File: src/hw/rtl/thrl_pkg.sv
// Package of the tick history ring core: constants, codes, FSM state and control structs.
`default_nettype none
package thrl_pkg;

  localparam int MaxFrames    = 16;
  localparam int MaxActors    = 32;
  localparam int SlotW        = $clog2(MaxFrames);
  localparam int IdxW         = $clog2(MaxActors);
  localparam int FillW        = IdxW + 1;
  localparam int RecAddrW     = SlotW + IdxW;
  localparam int RecW         = 96;
  localparam int CfgIdxW      = 3;

  // input modes
  localparam logic [1:0] MODE_ELEM  = 2'd0;
  localparam logic [1:0] MODE_EMPTY = 2'd1;
  localparam logic [1:0] MODE_QUERY = 2'd2;
  localparam logic [1:0] MODE_CLEAR = 2'd3;

  // result status codes
  localparam logic [3:0] ST_OK       = 4'd0;
  localparam logic [3:0] ST_INVALID  = 4'd1;
  localparam logic [3:0] ST_CAPACITY = 4'd2;
  localparam logic [3:0] ST_NONMONO  = 4'd3;
  localparam logic [3:0] ST_INVQUERY = 4'd4;
  localparam logic [3:0] ST_STALE    = 4'd5;
  localparam logic [3:0] ST_UNAUTH   = 4'd6;
  localparam logic [3:0] ST_EXPIRED  = 4'd7;
  localparam logic [3:0] ST_MISSING  = 4'd8;

  // configuration register indexes
  localparam logic [CfgIdxW-1:0] CFG_ASSIGN_GEN = 3'd0;
  localparam logic [CfgIdxW-1:0] CFG_MAP_GEN    = 3'd1;
  localparam logic [CfgIdxW-1:0] CFG_FRAMES     = 3'd2;
  localparam logic [CfgIdxW-1:0] CFG_ACTORS     = 3'd3;
  localparam logic [CfgIdxW-1:0] CFG_ALLOW_A    = 3'd4;
  localparam logic [CfgIdxW-1:0] CFG_ALLOW_B    = 3'd5;
  localparam logic [CfgIdxW-1:0] CFG_ALLOW_C    = 3'd6;
  localparam logic [CfgIdxW-1:0] CFG_ALLOW_D    = 3'd7;

  typedef enum logic [4:0] {
    S_IDLE, S_DISP, S_ELEM, S_SCAN_RD, S_SCAN_CMP, S_STORE, S_LASTCHK,
    S_CCHK, S_MOD, S_COPY_RD, S_COPY_WR, S_CMETA, S_Q1, S_Q2, S_QSLOT,
    S_SRCH_RD, S_SRCH_CMP, S_FIN
  } state_t;

  // controller to datapath
  typedef struct packed {
    logic       load;
    logic       clr_stage;
    logic       clr_ring;
    logic       set_st;
    logic [3:0] st_code;
    logic       set_err;
    logic [3:0] err_code;
    logic       idx_clr;
    logic       idx_inc;
    logic       stage_wr;
    logic       mod_load;
    logic       mod_step;
    logic       slot_latch;
    logic       rec_wr;
    logic       meta_wr;
    logic       found_wr;
    logic       out_valid;
  } cmd_t;

  // datapath to controller
  typedef struct packed {
    logic [1:0] mode;
    logic       last;
    logic       full;
    logic       bad_elem;
    logic       err_zero;
    logic [3:0] err;
    logic       fill_zero;
    logic       scan_hit;
    logic       idx_at_fill;
    logic       tick_bad;
    logic       mod_done;
    logic [3:0] q1_code;
    logic       q2_fail;
    logic       slot_fail;
    logic       cnt_zero;
    logic       srch_hit;
    logic       idx_at_cnt;
  } sts_t;

endpackage
`default_nettype wire

File: src/hw/rtl/thrl_ctrl.sv
// Controller state machine of the tick history ring core.
`default_nettype none
module thrl_ctrl (
  input  wire logic          clk,
  input  wire logic          rst_n,
  input  wire logic          start,
  input  thrl_pkg::sts_t     sts,
  output thrl_pkg::cmd_t     cmd,
  output logic               busy
);
  import thrl_pkg::*;

  state_t state_r, state_nxt;

  // state register
  always_ff @(posedge clk) begin
    if (!rst_n) begin
      state_r <= S_IDLE;
    end else begin
      state_r <= state_nxt;
    end
  end

  assign busy = (state_r != S_IDLE);

  // next state
  always_comb begin
    state_nxt = state_r;
    unique case (state_r)
      S_IDLE:     if (start) state_nxt = S_DISP;
      S_DISP: begin
        unique case (sts.mode)
          MODE_ELEM:  state_nxt = S_ELEM;
          MODE_EMPTY: state_nxt = S_CCHK;
          MODE_QUERY: state_nxt = S_Q1;
          default:    state_nxt = S_FIN;
        endcase
      end
      S_ELEM: begin
        if (sts.full) state_nxt = S_LASTCHK;
        else if (sts.err_zero && sts.bad_elem) state_nxt = S_STORE;
        else if (sts.err_zero && !sts.fill_zero) state_nxt = S_SCAN_RD;
        else state_nxt = S_STORE;
      end
      S_SCAN_RD:  state_nxt = S_SCAN_CMP;
      S_SCAN_CMP: begin
        if (sts.scan_hit || sts.idx_at_fill) state_nxt = S_STORE;
        else state_nxt = S_SCAN_RD;
      end
      S_STORE:    state_nxt = S_LASTCHK;
      S_LASTCHK:  state_nxt = sts.last ? S_CCHK : S_IDLE;
      S_CCHK: begin
        if (sts.tick_bad || !sts.err_zero) state_nxt = S_FIN;
        else state_nxt = S_MOD;
      end
      S_MOD: begin
        if (sts.mod_done) begin
          if (sts.mode == MODE_QUERY) state_nxt = S_QSLOT;
          else if (sts.fill_zero) state_nxt = S_CMETA;
          else state_nxt = S_COPY_RD;
        end
      end
      S_COPY_RD:  state_nxt = S_COPY_WR;
      S_COPY_WR:  state_nxt = sts.idx_at_fill ? S_CMETA : S_COPY_RD;
      S_CMETA:    state_nxt = S_FIN;
      S_Q1:       state_nxt = (sts.q1_code != ST_OK) ? S_FIN : S_Q2;
      S_Q2:       state_nxt = sts.q2_fail ? S_FIN : S_MOD;
      S_QSLOT:    state_nxt = (sts.slot_fail || sts.cnt_zero) ? S_FIN : S_SRCH_RD;
      S_SRCH_RD:  state_nxt = S_SRCH_CMP;
      S_SRCH_CMP: begin
        if (sts.srch_hit || sts.idx_at_cnt) state_nxt = S_FIN;
        else state_nxt = S_SRCH_RD;
      end
      S_FIN:      state_nxt = S_IDLE;
      default:    state_nxt = S_IDLE;
    endcase
  end

  // command outputs
  always_comb begin
    cmd = '0;
    unique case (state_r)
      S_IDLE:     cmd.load = start;
      S_DISP: begin
        if (sts.mode == MODE_EMPTY) cmd.clr_stage = 1'b1;
        if (sts.mode == MODE_CLEAR) begin
          cmd.clr_stage = 1'b1;
          cmd.clr_ring  = 1'b1;
          cmd.set_st    = 1'b1;
          cmd.st_code   = ST_OK;
        end
      end
      S_ELEM: begin
        if (sts.full) begin
          cmd.set_err  = 1'b1;
          cmd.err_code = ST_CAPACITY;
        end else if (sts.err_zero && sts.bad_elem) begin
          cmd.set_err  = 1'b1;
          cmd.err_code = ST_INVALID;
        end else if (sts.err_zero && !sts.fill_zero) begin
          cmd.idx_clr = 1'b1;
        end
      end
      S_SCAN_CMP: begin
        if (sts.scan_hit) begin
          cmd.set_err  = 1'b1;
          cmd.err_code = ST_INVALID;
        end else if (!sts.idx_at_fill) begin
          cmd.idx_inc = 1'b1;
        end
      end
      S_STORE:    cmd.stage_wr = 1'b1;
      S_CCHK: begin
        if (sts.tick_bad) begin
          cmd.set_st  = 1'b1;
          cmd.st_code = ST_NONMONO;
        end else if (!sts.err_zero) begin
          cmd.set_st  = 1'b1;
          cmd.st_code = sts.err;
        end else begin
          cmd.mod_load = 1'b1;
        end
      end
      S_MOD: begin
        if (sts.mod_done) begin
          cmd.slot_latch = 1'b1;
          cmd.idx_clr    = 1'b1;
        end else begin
          cmd.mod_step = 1'b1;
        end
      end
      S_COPY_WR: begin
        cmd.rec_wr  = 1'b1;
        cmd.idx_inc = !sts.idx_at_fill;
      end
      S_CMETA: begin
        cmd.meta_wr = 1'b1;
        cmd.set_st  = 1'b1;
        cmd.st_code = ST_OK;
      end
      S_Q1: begin
        cmd.set_st  = (sts.q1_code != ST_OK);
        cmd.st_code = sts.q1_code;
      end
      S_Q2: begin
        if (sts.q2_fail) begin
          cmd.set_st  = 1'b1;
          cmd.st_code = ST_EXPIRED;
        end else begin
          cmd.mod_load = 1'b1;
        end
      end
      S_QSLOT: begin
        cmd.set_st  = sts.slot_fail || sts.cnt_zero;
        cmd.st_code = ST_MISSING;
      end
      S_SRCH_CMP: begin
        if (sts.srch_hit) begin
          cmd.found_wr = 1'b1;
          cmd.set_st   = 1'b1;
          cmd.st_code  = ST_OK;
        end else if (sts.idx_at_cnt) begin
          cmd.set_st  = 1'b1;
          cmd.st_code = ST_MISSING;
        end else begin
          cmd.idx_inc = 1'b1;
        end
      end
      S_FIN: begin
        cmd.out_valid = 1'b1;
        cmd.clr_stage = (sts.mode == MODE_ELEM);
      end
      default: cmd = '0;
    endcase
  end

endmodule
`default_nettype wire

File: config.mk
export PLATFORM = sky130hd
export DESIGN_NAME = thrl_ctrl
export DESIGN_NICKNAME = d
export VERILOG_FILES = /design/src/hw/rtl/thrl_pkg.sv /design/src/hw/rtl/thrl_ctrl.sv
export SDC_FILE = /design/constraint.sdc
export NUM_CORES = 1
export LEC_CHECK = 0
export ABC_AREA = 1
export BUFFER_PORTS_ARGS = -buffer_cell sky130_fd_sc_hd__buf_2
export CAP_MARGIN = 20
export CORE_MARGIN = 1.5
export CORE_UTILIZATION = 34
export CTS_CLUSTER_DIAMETER = 200
export DETAILED_ROUTE_END_ITERATION = 10
export PLACE_DENSITY_LB_ADDON = 0.08
export REMOVE_ABC_BUFFERS = 1
export SETUP_SLACK_MARGIN = 0.02
export SLEW_MARGIN = 20
export SYNTH_ARGS = -nofsm -noshare
export SYNTH_HDL_FRONTEND = slang
export SYNTH_SLANG_ARGS = --single-unit
File: constraint.sdc
create_clock -name clk -period 1.8 [get_ports clk]
set_input_delay 0.36 -clock clk [delete_from_list [all_inputs] [get_ports clk]]
set_output_delay 0.36 -clock clk [all_outputs]
set_load 0.02 [all_outputs]
==> run metrics <==
Cell Chain, Critical Path=inv_1 > nor2_2 > nand2_1 > o211ai_1 > buf_4; data required time at the worst endpoint=1.44 ns; CP startpoint kind=flop; clk root buf=clkbuf_4; max-cap check violation count=0; I/O pin count=51; cell taking the most area after synthesis=nand2_1; Peak Freq=546.1 MHz; CTS clk-pin slew, worst paths=0.05 ns; fin nets=299; largest cells by area after synthesis=nand2_1, nor2_1, nand3_1; vias in the first global route=1365; yosys warns=0; status=finished with violations; pwr dens=968.7 nW/um2; final-report setup violation count=2; FILL cells=293; Arr. time, crit path=1.47 ns; initial antenna violation count=0; Yosys top cell area share=0.1729; ys async rst share=0; Mapped Cells=189; RR Startpoint=state_r[4]; R2R Path End=state_r[4]; DR WL/cell=12.77 um; synthesized area per cell=5.170 um2; Post-route DRC=0; period utilization=1.017; GRT Total Usage=0.2270; number of detailed-route iterations in the first pass=4; commonest cells after routing, fill and taps aside=nand2_1, buf_2, nor2_1, buf_4, inv_1; via count=1506; CP Max Fanout=5; maximum VDD drop=840.2 uV; max reg flops=5; layout cells sized above 1=0.4586; CTS max path bufs=2; crit end category=output pin; CP max stage delay=0.38 ns; Initial Util=0.3574; Setup Crit Path Kind=reg2out; post-route ant nets=0; clock sinks=5; CP Launch Point=state_r[3]; Final Core Density=0.6169; grt ovf=0; RSZ-0062 raised after global routing=yes; failing checks=negative setup slack; Slew Viols, Final=0; Pleak=0.9821 nW; Num CTS Buffers=3; Placer Congestion=0.8636; largest register by flop count=state_r; WL final=3794 um; Hold Fails Final Rpt=0; met3 wire length=335 um; CP endpoint=cmd[8]; met2 routed WL=1847 um; TritonCTS clock tree=yes; hpwl dp=2791 um; antenna cell count=0; Layout area overhead=72.60%; CTS HTree Levels=1; core area=2734 um2; Die ar.=3205 um2; I/O Buffers=48; reg-to-reg slack, setup=0.30 ns; wl on met1=1549 um; CP max stage cell=dfxtp_4; Most used DFF post-synth=dfxtp_1; top flop regs=state_r: 5 flops; uppermost layer routed=met4; Final Skew=0.01330 ns; vias per cell=5.071; #FFs+latches synth=5; die height=56.61 um; Synth cell types=24; Final WS setup=-0.03117 ns; area of the mapped netlist=977.2 um2; min Tclk post-route=1.831 ns; row count=19; HP Class=in2reg; Die Width=56.61 um; final hold slack=0.3536 ns; drt initial violations=70; Post-synth EDFFs=0; pin count of the biggest net entering global routing=8; Worst-Skew Late Latency=0.25 ns; global-route wire length before repair=5830 um; reg2reg path depth=11; register area share after synthesis=0.1024
[Yosys cell counts, drive strengths merged, types with 2 or more instances]
cell type  instances
a21oi              3
inv               32
nand4              4
dfxtp              5
o221ai             3
nand2             47
buf                3
o211ai             2
ha                 5
nor2              46
nand3             26
o21ai              8
[worst min-delay path by stage]
| stage | start | endpoint | slack [ns] | cells past startpoint |
|---|---|---|---|---|
| 2_1_floorplan | rst_n | state_r[4] | 0.46 | 2 |
| 3_5_place_dp | rst_n | state_r[4] | 0.58 | 3 |
| 4_1_cts | rst_n | state_r[4] | 0.33 | 3 |
| 6_report | rst_n | state_r[4] | 0.35 | 3 |
| 5_1_grt | rst_n | state_r[4] | 0.37 | 3 |
| 3_3_place_gp | rst_n | state_r[4] | 0.59 | 3 |
[stage by stage]
step           setup WS, ns  cell area [um2]  cells   power, W  TNS (ns)
2_1_floorplan       -0.2929            958.4    187  0.0007598   -0.3563
3_3_place_gp       -0.03852             1290    273   0.001088  -0.03852
3_5_place_dp       0.005227             1290    273   0.001079         0
4_1_cts            -0.02368             1518    291   0.001414  -0.02672
5_1_grt            -0.06667             1687    297   0.001756   -0.4786
6_report           -0.03117             1687    297   0.001634  -0.04735
[final cells by class]
cell class | instances | area, um2 | area share
clock buffers | 4 | 26.28 | 0.01558
flip-flops and latches | 5 | 118.9 | 0.07047
repair buffers | 75 | 485.5 | 0.2878
well taps | 31 | 38.79 | 0.02300
multi-input cells | 150 | 889.6 | 0.5274
inverters | 32 | 127.6 | 0.07567
[worst max-delay path, delay by kind of cell, from the launching register on]
kind            cells  cell delay, ns
flops               1            0.38
simple gates        2            0.38
buf+inv             2            0.25
compound gates      1            0.21
[kinds of logic (layout without fill, tap and decap cells)]
| family | Yosys count | count (layout) | synth area share |
|---|---|---|---|
| AOI/OAI and AO/OA | 18 | 18 | 0.1178 |
| adders and majority gates | 5 | 5 | 0.06402 |
| and+or+nand+nor | 125 | 125 | 0.5659 |
| DFF | 5 | 5 | 0.1024 |
| buffers and inverters | 35 | 111 | 0.1460 |
| other | 1 | 2 | 0.003838 |
[where the power goes]
group	switching [W]	internal [W]	total (W)	leakage, nW
combinational	0.000739	0.000525	0.00126	0.923
clock	0.0000511	0.0000842	0.000135	0.0150
sequential	0.0000759	0.000159	0.000235	0.0445
total	0.000866	0.000768	0.00163	0.982
[per-layer routing]
metal | track usage | up-vias
li1 | - | 759
met1 | 0.2937 | 666
met2 | 0.3887 | 75
met3 | 0.05069 | 6
met4 | 0.03741 | 0
met5 | 0 | -
[what timing repair did]
| action | 4_1_cts | 5_1_grt |
|---|---|---|
| endpoints found under the setup margin | 13 | 16 |
| buffers inserted | 14 | 6 |
| gates resized for setup | 37 | 35 |
| hold buffers | 0 | 0 |
| pin swaps | 5 | 7 |
(Power assumes the default switching activity.)
